<file path="src/dlpo_pkg.sv">
`timescale 1ns / 1ps
// Shared types and constants of the dust sensor low-pulse occupancy meter.
package dlpo_pkg;

    // Event kinds carried in the command field
    typedef enum logic [1:0] {
        CMD_FALL = 2'd0,
        CMD_RISE = 2'd1,
        CMD_TICK = 2'd2
    } cmd_t;

    // Configuration register indexes
    localparam logic CFG_WINDOW_LAST = 1'b0;
    localparam logic CFG_EDGE_COMP   = 1'b1;

    localparam logic [7:0]  WINDOW_LAST_RST = 8'd7;
    localparam logic [15:0] EDGE_COMP_RST   = 16'd20000;

    // Count conversion: below the knee count = sum*3/1792, above it
    // count = 4500 + (sum - knee)/448. Both divisions by 7 use reciprocals.
    localparam logic [21:0] KNEE_SUM   = 22'd2688000;
    localparam logic [15:0] KNEE_COUNT = 16'd4500;
    localparam logic [15:0] RECIP7_LO  = 16'd37450;   // ceil(2^18/7)
    localparam logic [19:0] RECIP7_HI  = 20'd599187;  // ceil(2^22/7)
    localparam logic [18:0] HI_LIMIT   = 19'd427252;  // 7*61036, saturation point

    typedef struct packed {
        logic [1:0]  command;
        logic [31:0] timestamp_us;
    } in_item_t;

    typedef struct packed {
        logic [15:0] particle_count;
        logic        indicator_level;
    } out_item_t;

    // Qualified event strobes for the current item
    typedef struct packed {
        logic fall;
        logic rise;
        logic tick;
    } evt_t;

    // Window state seen by the top level
    typedef struct packed {
        logic at_last;
        logic indicator_next;
    } win_status_t;

endpackage

</file>
<file path="src/dlpo_pulse_acc.sv">
`timescale 1ns / 1ps
// Low pulse timing and running sum of low durations.
module dlpo_pulse_acc #(
    parameter int SUM_WIDTH = 40
) (
    input  logic                 aclk,
    input  logic                 aresetn,
    input  dlpo_pkg::evt_t       evt,
    input  logic                 clear_sum,
    input  logic [31:0]          timestamp_us,
    input  logic [15:0]          edge_comp,
    output logic [SUM_WIDTH-1:0] low_sum
);

    logic [31:0]          fall_stamp_reg;
    logic [31:0]          last_dur_reg;
    logic [SUM_WIDTH-1:0] sum_reg;

    logic [31:0]          elapsed;
    logic [32:0]          dur_wide;
    logic [31:0]          dur_sat;
    logic [31:0]          dur_eff;
    logic [SUM_WIDTH:0]   sum_inc;
    logic [SUM_WIDTH-1:0] sum_next;

    assign elapsed  = timestamp_us - fall_stamp_reg;
    assign dur_wide = {17'd0, edge_comp} + {1'b0, elapsed};
    assign dur_sat  = dur_wide[32] ? '1 : dur_wide[31:0];
    // keep the stale duration unless the rise is later than the fall
    assign dur_eff  = (timestamp_us > fall_stamp_reg) ? dur_sat : last_dur_reg;
    assign sum_inc  = {1'b0, sum_reg} + (SUM_WIDTH + 1)'(dur_eff);
    assign sum_next = sum_inc[SUM_WIDTH] ? '1 : sum_inc[SUM_WIDTH-1:0];

    always_ff @(posedge aclk) begin
        if (!aresetn) begin
            fall_stamp_reg <= '0;
            last_dur_reg   <= '0;
            sum_reg        <= '0;
        end else begin
            if (evt.fall) begin
                fall_stamp_reg <= timestamp_us;
            end
            if (evt.rise) begin
                last_dur_reg <= dur_eff;
                sum_reg      <= sum_next;
            end else if (clear_sum) begin
                sum_reg <= '0;
            end
        end
    end

    assign low_sum = sum_reg;

endmodule

</file>
<file path="src/dlpo_count_conv.sv">
`timescale 1ns / 1ps
// Conversion of the window's low time sum into a saturated particle count.
module dlpo_count_conv #(
    parameter int SUM_WIDTH = 40
) (
    input  logic [SUM_WIDTH-1:0] low_sum,
    output logic [15:0]          particle_count
);

    logic [22:0]          lo_x3;
    logic [14:0]          lo_div;
    logic [30:0]          lo_prod;
    logic [SUM_WIDTH-1:0] hi_above;
    logic [SUM_WIDTH-7:0] hi_div;
    logic                 hi_sat;
    logic [38:0]          hi_prod;
    logic                 below_knee;

    assign below_knee = low_sum <= SUM_WIDTH'(dlpo_pkg::KNEE_SUM);

    // sum*3/256, then divide by 7
    assign lo_x3   = {low_sum[21:0], 1'b0} + {1'b0, low_sum[21:0]};
    assign lo_div  = lo_x3[22:8];
    assign lo_prod = 31'(lo_div) * 31'(dlpo_pkg::RECIP7_LO);

    // (sum-knee)/64, then divide by 7
    assign hi_above = low_sum - SUM_WIDTH'(dlpo_pkg::KNEE_SUM);
    assign hi_div   = hi_above[SUM_WIDTH-1:6];
    assign hi_sat   = hi_div >= (SUM_WIDTH - 6)'(dlpo_pkg::HI_LIMIT);
    assign hi_prod  = 39'(hi_div[18:0]) * 39'(dlpo_pkg::RECIP7_HI);

    always_comb begin
        if (below_knee) begin
            particle_count = 16'(lo_prod[30:18]);
        end else if (hi_sat) begin
            particle_count = '1;
        end else begin
            particle_count = dlpo_pkg::KNEE_COUNT + hi_prod[37:22];
        end
    end

endmodule

</file>
<file path="src/dlpo_window.sv">
`timescale 1ns / 1ps
// Overflow tick counter and indicator bit of the measurement window.
module dlpo_window (
    input  logic                      aclk,
    input  logic                      aresetn,
    input  dlpo_pkg::evt_t            evt,
    input  logic [7:0]                window_last,
    output dlpo_pkg::win_status_t     status
);

    logic [7:0] count_reg;
    logic       indicator_reg;
    logic       at_last;

    assign at_last = count_reg == window_last;

    always_ff @(posedge aclk) begin
        if (!aresetn) begin
            count_reg     <= '0;
            indicator_reg <= 1'b0;
        end else if (evt.tick) begin
            if (at_last) begin
                count_reg     <= '0;
                indicator_reg <= ~indicator_reg;
            end else begin
                count_reg <= count_reg + 8'd1;
            end
        end
    end

    assign status.at_last        = at_last;
    assign status.indicator_next = ~indicator_reg;

endmodule

</file>
<file path="src/dust_low_pulse_occupancy_top.sv">
`timescale 1ns / 1ps
// Top level of the dust sensor low-pulse occupancy meter.
//
//   Channel   Ports                              Carries
//   s_        s_valid / s_ready / s_item         edge or overflow tick events
//   m_        m_valid / m_ready / m_item         particle count at window close
//   cfg_      cfg_wr_en / cfg_addr / cfg_wdata   window length, edge compensation
//
// An event is taken into the input register and processed from there; if it
// closes the window, its result is loaded into the output register as the
// event leaves the input register, which raises m_valid.
// One event per cycle is sustained; the only stall is a window-closing tick
// meeting a full output register that is not being drained.
// Reset is synchronous, active low, resets all state but the two item registers, and clears both valid bits.
// Configuration writes take effect on the following cycle.
module dust_low_pulse_occupancy_top #(
    parameter int SUM_WIDTH = 40
) (
    input  logic                 aclk,
    input  logic                 aresetn,

    input  logic                 s_valid,
    output logic                 s_ready,
    input  dlpo_pkg::in_item_t   s_item,

    output logic                 m_valid,
    input  logic                 m_ready,
    output dlpo_pkg::out_item_t  m_item,

    input  logic                 cfg_wr_en,
    input  logic                 cfg_addr,
    input  logic [15:0]          cfg_wdata
);

    // Configuration registers
    logic [7:0]  window_last_reg;
    logic [15:0] edge_comp_reg;

    // Input stage
    logic                 in_valid_reg;
    dlpo_pkg::in_item_t   in_item_reg;

    // Output stage
    logic                 m_valid_reg;
    dlpo_pkg::out_item_t  m_item_reg;

    logic                  out_free;
    logic                  is_tick;
    logic                  close_cand;
    logic                  advance;
    logic                  emit;
    dlpo_pkg::evt_t        evt;
    dlpo_pkg::win_status_t win_status;
    logic [SUM_WIDTH-1:0]  low_sum;
    logic [15:0]           count_conv;

    // Hold configuration; writes must arrive only while the block is idle, a rule the block does not enforce
    always_ff @(posedge aclk) begin
        if (!aresetn) begin
            window_last_reg <= dlpo_pkg::WINDOW_LAST_RST;
            edge_comp_reg   <= dlpo_pkg::EDGE_COMP_RST;
        end else if (cfg_wr_en) begin
            unique case (cfg_addr)
                dlpo_pkg::CFG_WINDOW_LAST: window_last_reg <= cfg_wdata[7:0];
                dlpo_pkg::CFG_EDGE_COMP:   edge_comp_reg   <= cfg_wdata;
                default:                   window_last_reg <= window_last_reg;
            endcase
        end
    end

    // Advance the staged event unless it closes the window into a blocked output
    assign out_free   = !m_valid_reg || m_ready;
    assign is_tick    = in_item_reg.command == dlpo_pkg::CMD_TICK;
    assign close_cand = in_valid_reg && is_tick && win_status.at_last;
    assign advance    = in_valid_reg && (!close_cand || out_free);
    assign emit       = advance && close_cand;
    assign s_ready    = !in_valid_reg || advance;

    // Qualify the event strobes; command 3 drops through with no effect
    assign evt.fall = advance && (in_item_reg.command == dlpo_pkg::CMD_FALL);
    assign evt.rise = advance && (in_item_reg.command == dlpo_pkg::CMD_RISE);
    assign evt.tick = advance && is_tick;

    always_ff @(posedge aclk) begin
        if (!aresetn) begin
            in_valid_reg <= 1'b0;
        end else if (s_ready) begin
            in_valid_reg <= s_valid;
        end
    end

    always_ff @(posedge aclk) begin
        if (s_valid && s_ready) begin
            in_item_reg <= s_item;
        end
    end

    dlpo_pulse_acc #(
        .SUM_WIDTH (SUM_WIDTH)
    ) u_pulse_acc (
        .aclk         (aclk),
        .aresetn      (aresetn),
        .evt          (evt),
        .clear_sum    (emit),
        .timestamp_us (in_item_reg.timestamp_us),
        .edge_comp    (edge_comp_reg),
        .low_sum      (low_sum)
    );

    dlpo_window u_window (
        .aclk        (aclk),
        .aresetn     (aresetn),
        .evt         (evt),
        .window_last (window_last_reg),
        .status      (win_status)
    );

    dlpo_count_conv #(
        .SUM_WIDTH (SUM_WIDTH)
    ) u_count_conv (
        .low_sum        (low_sum),
        .particle_count (count_conv)
    );

    // Load the result on window close, drop valid once the transfer completes
    always_ff @(posedge aclk) begin
        if (!aresetn) begin
            m_valid_reg <= 1'b0;
        end else if (emit) begin
            m_valid_reg <= 1'b1;
        end else if (m_ready) begin
            m_valid_reg <= 1'b0;
        end
    end

    always_ff @(posedge aclk) begin
        if (emit) begin
            m_item_reg.particle_count  <= count_conv;
            m_item_reg.indicator_level <= win_status.indicator_next;
        end
    end

    assign m_valid = m_valid_reg;
    assign m_item  = m_item_reg;

endmodule

</file>
<file path="config.mk">
export PLATFORM = sky130hd
export DESIGN_NAME = dust_low_pulse_occupancy_top
export DESIGN_NICKNAME = d
export VERILOG_FILES = /design/src/dlpo_pkg.sv /design/src/dlpo_pulse_acc.sv /design/src/dlpo_count_conv.sv /design/src/dlpo_window.sv /design/src/dust_low_pulse_occupancy_top.sv
export SDC_FILE = /design/constraint.sdc
export NUM_CORES = 1
export LEC_CHECK = 0
export BUFFER_PORTS_ARGS = -buffer_cell sky130_fd_sc_hd__buf_2
export CELL_PAD_IN_SITES_DETAIL_PLACEMENT = 0
export CELL_PAD_IN_SITES_GLOBAL_PLACEMENT = 1
export CORE_ASPECT_RATIO = 1.25
export CORE_UTILIZATION = 50
export CTS_CLUSTER_DIAMETER = 30
export DETAILED_ROUTE_END_ITERATION = 10
export PLACE_DENSITY_LB_ADDON = 0.1
export RECOVER_POWER = 100
export SKIP_CTS_REPAIR_TIMING = 1
export SLEW_MARGIN = 20
export SYNTH_ARGS = -nofsm -noshare
export SYNTH_HDL_FRONTEND = slang
export SYNTH_SLANG_ARGS = --single-unit
</file>
<file path="constraint.sdc">
create_clock -name aclk -period 9.6 [get_ports aclk]
set_clock_uncertainty 0.1 [all_clocks]
set_input_delay 1.44 -clock aclk [delete_from_list [all_inputs] [get_ports aclk]]
set_output_delay 1.44 -clock aclk [all_outputs]
set_load 0.02 [all_outputs]
</file>
# Word-level counts from Yosys, hierarchy flattened
# Index checks and enable logic that the tools add are counted.
dict set report totals {
  regBits 190
  latch_bits 0
  mem_bits_rw 0
  mem_bits_ro 0
  in_bits 56
  output_inout_bits 19
  elab_cells 61
  mem_count 0
}
dict set report classes {
  n_addsub 7
  n_mul 2
  div 0
  n_lt_le_gt_ge 3
  n_eq_ne 3
  shift 0
  muxes 10
  bitwise_logic 2
  reduce_logical 20
}
# operator count
set ops {}
lappend ops {{$mux 40} 3}
lappend ops {{$mux 32} 2}
lappend ops {{$add 40x32->41} 1}
lappend ops {{$le 40x22->1 const B} 1}
lappend ops {{$sub 40x22->40 const B} 1}
lappend ops {{$mul 19x20->38 const B} 1}
lappend ops {{$ge 34x19->1 const B} 1}
lappend ops {{$add 16x32->33} 1}
lappend ops {{$gt 32x32->1} 1}
lappend ops {{$sub 32x32->32} 1}
lappend ops {{$mul 15x15->30 const B} 1}
lappend ops {{$add 23x22->23} 1}
lappend ops {{$add 13x16->16 const A} 1}
lappend ops {{$mux 16} 1}
lappend ops {{$mux 13} 1}
lappend ops {{$add 8x1->8 const B} 1}
lappend ops {{$eq 8x8->1} 1}
lappend ops {{$logic_and 1x1->1} 8}
lappend ops {{$mux 8} 1}
lappend ops {{$reduce_and 2->1} 3}
lappend ops {{$reduce_bool 2->1} 2}
lappend ops {{$logic_not 1->1} 3}
lappend ops {{$logic_or 1x1->1} 3}
lappend ops {{$eq 2x1->1 const B} 1}
lappend ops {{4 further kinds} 6}

# Longest topological paths before layout
# Gate-level depths: netlist (run 1).
dict set report depth {
  depth_word 9
  mapped_depth 39
  ltp_nobuf 38
}

# By module
# Synthesis (run 1) repeated with hierarchy kept, for this count alone.
dict set report hier_totals {
  hier_cells 2474
  hier_area_um2 21923.5
}
# mod n_inst cells_per_inst area_per_inst_um2 seq_area_each_um2
set modules_own_cells {}
lappend modules_own_cells {dlpo_count_conv 1 1043 9434.0 0.0}
lappend modules_own_cells {dlpo_pulse_acc 1 1205 9335.2 2082.0}
lappend modules_own_cells {dust_low_pulse_occupancy_top 1 171 2605.0 2052.0}
lappend modules_own_cells {dlpo_window 1 55 549.3 180.2}

# Worst setup path after synthesis (run 1)
# Ideal clock, no wire load.
dict set report synth_timing {
  path_kind {register -> register}
  startpoint {register u_pulse_acc.sum_reg[12], in the netlist u_pulse_acc.low_sum[12]}
  endpoint {register m_item_reg (netlist bit m_item[16]), data pin}
  setup_ns 0.270
  arrival_ns 8.028
  required_ns 9.230
  slack_ns 1.201
  path_stages_with_launch 36
  path_buffers 1
  period_less_slack_ns 8.399
  cell_sequence {dfxtp_1 inv_1 ha_1 a21boi_0 o21ai_0 a21oi_1 o221ai_1 and2_1 clkbuf_1 nor2_1 xor2_1 inv_1 ha_1 inv_1 fa_1 inv_1 fa_1 fa_1 inv_1 fa_1 inv_1 fa_1 inv_1 ha_1 and3_1 and4_1 a221o_1 a31o_2 or3b_2 o211ai_2 a21oi_1 a211o_1 a31oi_1 nor3_1 xnor3_1 a21boi_1}
}
dict set report synth_between {
  elab_chain_len 4
  word_cells_on_any_way 6
  classes_between {add/sub (2); mul (1); order compare (2); mux (1)}
}
# item line
set synth_lines {}
lappend synth_lines {{from (decl)} dlpo_pulse_acc.sv:17} ;# logic [SUM_WIDTH-1:0] sum_reg;
lappend synth_lines {{from (signal assigned)} dlpo_pulse_acc.sv:45} ;# sum_reg <= sum_next;
lappend synth_lines {{$sub 40x22->40} dlpo_count_conv.sv:27} ;# assign hi_above = low_sum - SUM_WIDTH'(dlpo_pkg::KNEE_SUM);
lappend synth_lines {{$mul 19x20->38} dlpo_count_conv.sv:30} ;# assign hi_prod = 39'(hi_div[18:0]) * 39'(dlpo_pkg::RECIP7_HI);
lappend synth_lines {{$add 13x16->16} dlpo_count_conv.sv:38} ;# particle_count = dlpo_pkg::KNEE_COUNT + hi_prod[37:22];
lappend synth_lines {{$mux 16} dlpo_count_conv.sv:35} ;# end else if (hi_sat) begin
lappend synth_lines {{to (decl)} dust_low_pulse_occupancy_top.sv:45} ;# dlpo_pkg::out_item_t m_item_reg;
# Several ways; a longest one is shown, not always the timed one.
# A chain may end at the register's enable or synchronous reset.

# Final worst setup path (run 1)
dict set report layout_timing {
  startpoint {register u_pulse_acc.sum_reg[12], in the netlist u_pulse_acc.low_sum[12]}
  endpoint {register m_item_reg (netlist bit m_item[15]), data pin}
}
# Same word-level chain as after synthesis.

==> results of run 1 <==
[worst max-delay path by stage]
| stage | depth (start not counted) | end | slack, ps |
|---|---|---|---|
| after global routing | 32 | m_item[13] | 1 |
| final | 38 | m_item[15] | 630 |
| after floorplan | 35 | m_item[16] | 1200 |
| after detailed placement | 38 | m_item[15] | 400 |
| after CTS | 32 | m_item[13] | 360 |
| after global placement | 34 | m_item[16] | 590 |
[cell families (layout without fill, tap and decap cells)]
group | after synthesis | after routing
flops | 190 | 190
compound gates | 632 | 632
fa+ha+maj | 482 | 482
buf+inv | 384 | 443
simple gates | 611 | 611
xor+xnor | 154 | 154
mux | 9 | 9
[power by group]
part           internal (W)  switching, W  leakage (nW)
Clock              0.000405      0.000335         0.294
Sequential         0.000855     0.0000213          1.61
Combinational       0.00183       0.00270          8.77
[layer usage]
metal	GRT usage	vias up
met5	0	-
met4	0.116	0
met3	0.0259	96
met2	0.483	249
met1	0.270	8012
li1	-	8660
[final cells by class]
| class | count | area (um^2) | area share |
|---|---|---|---|
| clock buffers | 24 | 513 | 0.0228 |
| clock inverters | 8 | 90.1 | 0.00400 |
| repair buffers | 104 | 552 | 0.0245 |
| flip-flops and latches | 190 | 4310 | 0.192 |
| well taps | 552 | 691 | 0.0307 |
| inverters | 307 | 1150 | 0.0512 |
| multi-input cells | 1888 | 15200 | 0.675 |
[through the flow]
step / hold slack [ps] / total power [W]
5_1_grt: 376 / 0.00677
2_1_floorplan: 329 / 0.00429
3_3_place_gp: 342 / 0.00534
4_1_cts: 354 / 0.00621
3_5_place_dp: 345 / 0.00542
6_report: 355 / 0.00615
[placed cells by master, fill, tap and decap left out, types with 17 or more instances in the layout]
master / n
ha_1: 375
and3_1: 17
dfxtp_1: 139
nand3_1: 43
nor2b_1: 17
a21o_1: 66
a21oi_1: 261
nand4_1: 25
a311oi_1: 26
fa_1: 107
nor3_1: 35
o21bai_1: 23
a31oi_1: 19
buf_2: 53
clkbuf_16: 18
o21ai_0: 98
nand2_1: 214
o21a_1: 25
edfxtp_1: 51
xnor2_1: 90
clkbuf_1: 27
inv_1: 306
buf_4: 25
xor2_1: 62
nor2_1: 158
[synthesized netlist by cell type (51+ instances only)]
cell      number  share of area
edfxtp_1      51          0.073
a21o_1        66          0.024
nor2_1       160          0.029
o21ai_0       97          0.023
inv_1        305          0.055
xor2_1        63          0.026
nand2_1      214          0.038
dfxtp_1      139           0.13
ha_1         375           0.22
xnor2_1       90          0.038
a21oi_1      262          0.063
fa_1         107           0.10
clkbuf_1      65          0.012
[worst max-delay path, delay by kind of cell (launching register included)]
kind	cells	cell delay, ps
buffers and inverters	8	500
AOI/OAI and AO/OA	13	2610
xor gates and xnor gates	3	520
DFF	1	440
adders and majority gates	9	3520
and+or+nand+nor	5	950
==> flow_metrics.py, run 1 <==
metrics = {
    "clocking": {
        "clock_latency_ps": 470,
        "clk_pin_slew_worst_paths_ps": 70,
        "cts_buffer_depth": 2,
        "cts_tree": "built",
        "clock-root-buffer": "clkbuf_16",
        "cts_buffers": 17,
        "cts.sinks": 190,
        "ctsHtreeMaxLevel": 4,
    },
    "floorplanning": {
        "dieArea_mm2": 0.0427,
        "die_y_um": 231,
        "ios": 75,
        "die_w_um": 185,
        "start_util": 0.508,
        "coreArea_mm2": 0.0412,
        "row_count": 83,
    },
    "route": {
        "dr_wl_met2_mm": 27.5,
        "wl_met1_mm": 21.0,
        "route.top_layer_used": "met4",
        "drtPass1Iterations": 6,
        "drtIter0Drc": 578,
        "met3RoutedLength_um": 990,
        "antenna_left": 0,
        "drt-wirelength-per-cell_um": 16.8,
        "drt_wl_total_mm": 51.7,
        "num_vias": 17017,
        "viasPerCell": 5.54,
        "route.detailed.drc": 0,
    },
    "sta": {
        "fin_crit_sh": 0.935,
        "relSlewSlack": -1.79,
        "drv_slew": 161,
        "setup_viol": 0,
        "layout_setup_ws_ps": 628,
        "post-route-min-period_ps": 8970,
        "fmax_mhz": 111,
        "finalHoldViolCount": 0,
        "rsz0062_at_grt": "no",
        "fin_setup_tns_ps": 0,
        "tightest_slew_ps": 4180,
    },
    "pwr": {
        "pwr_density_cell_mw_per_mm2": 273,
        "peakVddDrop_v": 0.000820,
        "leakagePower_nw": 10.7,
    },
    "worst_setup_path": {
        "r2r-start": "u_pulse_acc.low_sum[12]",
        "cp_max_fo": 8,
        "slowest_delay_ps": 530,
        "r2r_end": "m_item[15]",
        "cp.required_ps": 9670,
        "arrival_ps": 9040,
        "critPathLaunch": "u_pulse_acc.low_sum[12]",
        "critPathMostFrequentCell": "inv_1",
        "cpMaxStageDelayCell": "fa_1",
        "worst_setup_path_start_kind": "flop",
        "path_class": "flop to flop",
        "critPathCaptureType": "flop",
        "r2r_cells": 38,
        "reg2reg_slack_ps": 630,
    },
    "yosys": {
        "synth_compound_area_frac": 0.189,
        "synthAdderAreaFrac": 0.326,
        "synth_top_family_by_area": "adder cells",
        "syn_area_per_cell_um2": 8.51,
        "ys_ff_latch": 190,
        "seq_area_frac_synth": 0.206,
        "synth-simple-area-share": 0.139,
        "synthMuxAreaShare": 0.00436,
        "yosysUniqueCellTypes": 90,
        "synth_area_mm2": 0.0210,
        "ys_async_sr_fraction": 0,
        "synthesis.nets": 3000,
        "synth_top_flop_cell": "dfxtp_1",
        "syn_inst": 2462,
        "synth-xor-area-share": 0.0650,
        "yosys_warnings": 0,
        "synth_edf_count": 51,
    },
    "grt": {
        "grt_pass1_vias": 17105,
        "grt_usage": 0.251,
        "grt_max_degree": 82,
        "grt_overflow": 0,
        "grt_pass1_wl_mm": 84.6,
        "grt_antenna_before_repair": 0,
    },
    "status": {
        "violations": "capacitance limit, slew limit",
        "status": "finished, violations left",
    },
    "layout": {
        "fin_area_mm2": 0.0225,
        "final_nets": 3046,
        "largest_reg_flops": 40,
        "area_growth_syn_to_layout_pct": 7.37,
        "drive_above_1_share": 0.0595,
        "diodes": 0,
        "n_fill_cell": 3962,
        "stdcell_count": 3073,
        "fin_util": 0.546,
    },
    "hold_path": {
        "holdPathEnd": "u_pulse_acc.last_dur_reg[31]",
        "hold_path_class": "flop to flop",
        "whs_path_depth": 2,
        "hp-start": "u_pulse_acc.last_dur_reg[31]",
    },
    "place": {
        "placed_cell_area_mm2": 0.0219,
        "hpwl_mm": 42.8,
        "port_buffers": 74,
        "dp.cells": 3041,
        "place_worst_setup_slack_ps": 402,
        "place.gp.congestion": 0.951,
    },
    "job": {
        "max-cap-violations": 3,
    },
}
Power figures use the tool's default switching activity.
==> run 2, diff against run 1 <==
--- a/config.mk
+++ b/config.mk
@@ -13,7 +13,6 @@
 export CTS_CLUSTER_DIAMETER = 30
 export DETAILED_ROUTE_END_ITERATION = 10
 export PLACE_DENSITY_LB_ADDON = 0.1
-export RECOVER_POWER = 100
 export SKIP_CTS_REPAIR_TIMING = 1
 export SLEW_MARGIN = 20
 export SYNTH_ARGS = -nofsm -noshare
==> run 2 against run 1 <==
Compared with the run above: the run now ends clean; combinational power hardly changed; critical path depth is 6 lower; via count hardly changed; design area is 0.35% higher; highest routed layer unchanged.
==> flow_metrics.py, run 2 (synthesis results as in run 1) <==
metrics = {
    "status": {
        "status": "complete, no violations",
    },
    "grt": {
        "grt_max_degree": 82,
        "grt_antenna_before_repair": 0,
        "grt_pass1_vias": 17105,
        "grt_overflow": 0,
        "grt_usage": 0.251,
        "grt_pass1_wl_mm": 84.6,
    },
    "pwr": {
        "leakagePower_nw": 10.8,
        "pwr_density_cell_mw_per_mm2": 273,
        "peakVddDrop_v": 0.000820,
    },
    "place": {
        "dp.cells": 3041,
        "place.gp.congestion": 0.951,
        "port_buffers": 74,
        "hpwl_mm": 42.8,
    },
    "floorplanning": {
        "die_y_um": 231,
        "coreArea_mm2": 0.0412,
        "ios": 75,
        "row_count": 83,
        "start_util": 0.508,
        "die_w_um": 185,
        "dieArea_mm2": 0.0427,
    },
    "route": {
        "drtIter0Drc": 608,
        "drt_wl_total_mm": 51.7,
        "viasPerCell": 5.54,
        "antenna_left": 0,
        "drt-wirelength-per-cell_um": 16.8,
        "num_vias": 17016,
        "route.detailed.drc": 0,
        "drtPass1Iterations": 6,
    },
    "clocking": {
        "clock-root-buffer": "clkbuf_16",
        "cts_tree": "built",
        "clock_latency_ps": 470,
        "cts_buffers": 17,
        "clk_pin_slew_worst_paths_ps": 70,
        "ctsHtreeMaxLevel": 4,
        "cts.sinks": 190,
        "cts_buffer_depth": 2,
    },
    "layout": {
        "stdcell_count": 3073,
        "largest_reg_flops": 40,
        "diodes": 0,
        "final_common_cell": "ha_1",
        "area_growth_syn_to_layout_pct": 7.75,
        "n_fill_cell": 3948,
        "drive_above_1_share": 0.0726,
        "final_nets": 3046,
        "final_cell_mix": "ha_1, inv_1, a21oi_1, nand2_1, nor2_1",
    },
    "worst_setup_path": {
        "critPathCaptureType": "flop",
        "cp_max_fo": 5,
        "worst_setup_path_start_kind": "flop",
        "cpMaxStageDelayCell": "fa_1",
        "critPathMostFrequentCell": "ha_1",
        "arrival_ps": 9160,
        "path_class": "flop to flop",
        "cp.required_ps": 9810,
        "slowest_delay_ps": 520,
    },
    "sta": {
        "post-route-min-period_ps": 8950,
        "fin_setup_tns_ps": 0,
        "fmax_mhz": 112,
        "drv_slew": 0,
        "rsz0062_at_grt": "no",
        "tightest_slew_ps": 1000,
        "setup_viol": 0,
        "fin_crit_sh": 0.933,
        "relSlewSlack": 0.333,
        "finalHoldViolCount": 0,
    },
    "hold_path": {
        "hold_path_class": "flop to flop",
    },
    "job": {
        "max-cap-violations": 0,
    },
}
## run 2: cell count changes in the layout (fill, tap and decap cells not counted), sizes merged
cell,change
clkinv,-1
inv,+1
buf,+26
clkbuf,-26
## run 2: stage by stage
| stage | total power (W) | hold WS [ps] | setup WS [ps] | utilization | area [um^2] |
|---|---|---|---|---|---|
| floorplan | 0.00429 | 329 | 1200 | - | 21000 |
| global placement | 0.00534 | 342 | 586 | 0.532 | 21900 |
| finish | 0.00615 | 354 | 645 | 0.548 | 22600 |
| global route | 0.00678 | 376 | 1.21 | 0.548 | 22600 |
| detailed placement | 0.00542 | 345 | 402 | 0.532 | 21900 |
| CTS | 0.00621 | 354 | 363 | 0.547 | 22600 |
## run 2: final cells by class
| cell class | count | area (um^2) | share of cell area |
|---|---|---|---|
| Sequential cell | 190 | 4310 | 0.191 |
| Clock buffer | 24 | 513 | 0.0227 |
| Tap cell | 552 | 691 | 0.0306 |
| Inverter | 307 | 1150 | 0.0511 |
| Multi-Input combinational cell | 1888 | 15200 | 0.674 |
| Timing Repair Buffer | 104 | 596 | 0.0264 |
| Clock inverter | 8 | 90.1 | 0.00399 |
## run 2: path summary, 6_finish.rpt
| path | end | depth (start not counted) | slack, ps | from |
|---|---|---|---|---|
| max | m_item[13] | 32 | 650 | u_pulse_acc.low_sum[4] |
| max reg2reg | m_item[13] | 32 | 650 | u_pulse_acc.low_sum[4] |
| min | u_pulse_acc.last_dur_reg[31] | 2 | 350 | u_pulse_acc.last_dur_reg[31] |
| min reg2reg | u_pulse_acc.last_dur_reg[31] | 2 | 350 | u_pulse_acc.last_dur_reg[31] |
## run 2: per-layer routing
metal  vias to the layer above  wire length (um)  GRT usage
li1                       8659                 -          -
met1                      8012             21100      0.270
met2                       249             27400      0.483
met3                        96               934     0.0259
met4                         0              2210      0.116
met5                         -                 0          0
## run 2: power by group
group          switching [W]  internal, W
Combinational        0.00270      0.00184
Sequential         0.0000213     0.000854
Clock               0.000336     0.000405
Total                0.00306      0.00310
## run 2: critical path: cells and delay by family (launching register included)
kind,cells,cell delay [ps]
xor gates and xnor gates,2,440
and+or+nand+nor,2,230
AOI/OAI and AO/OA,19,4560
buffers and inverters,1,70
DFF,1,410
adders and majority gates,8,3000
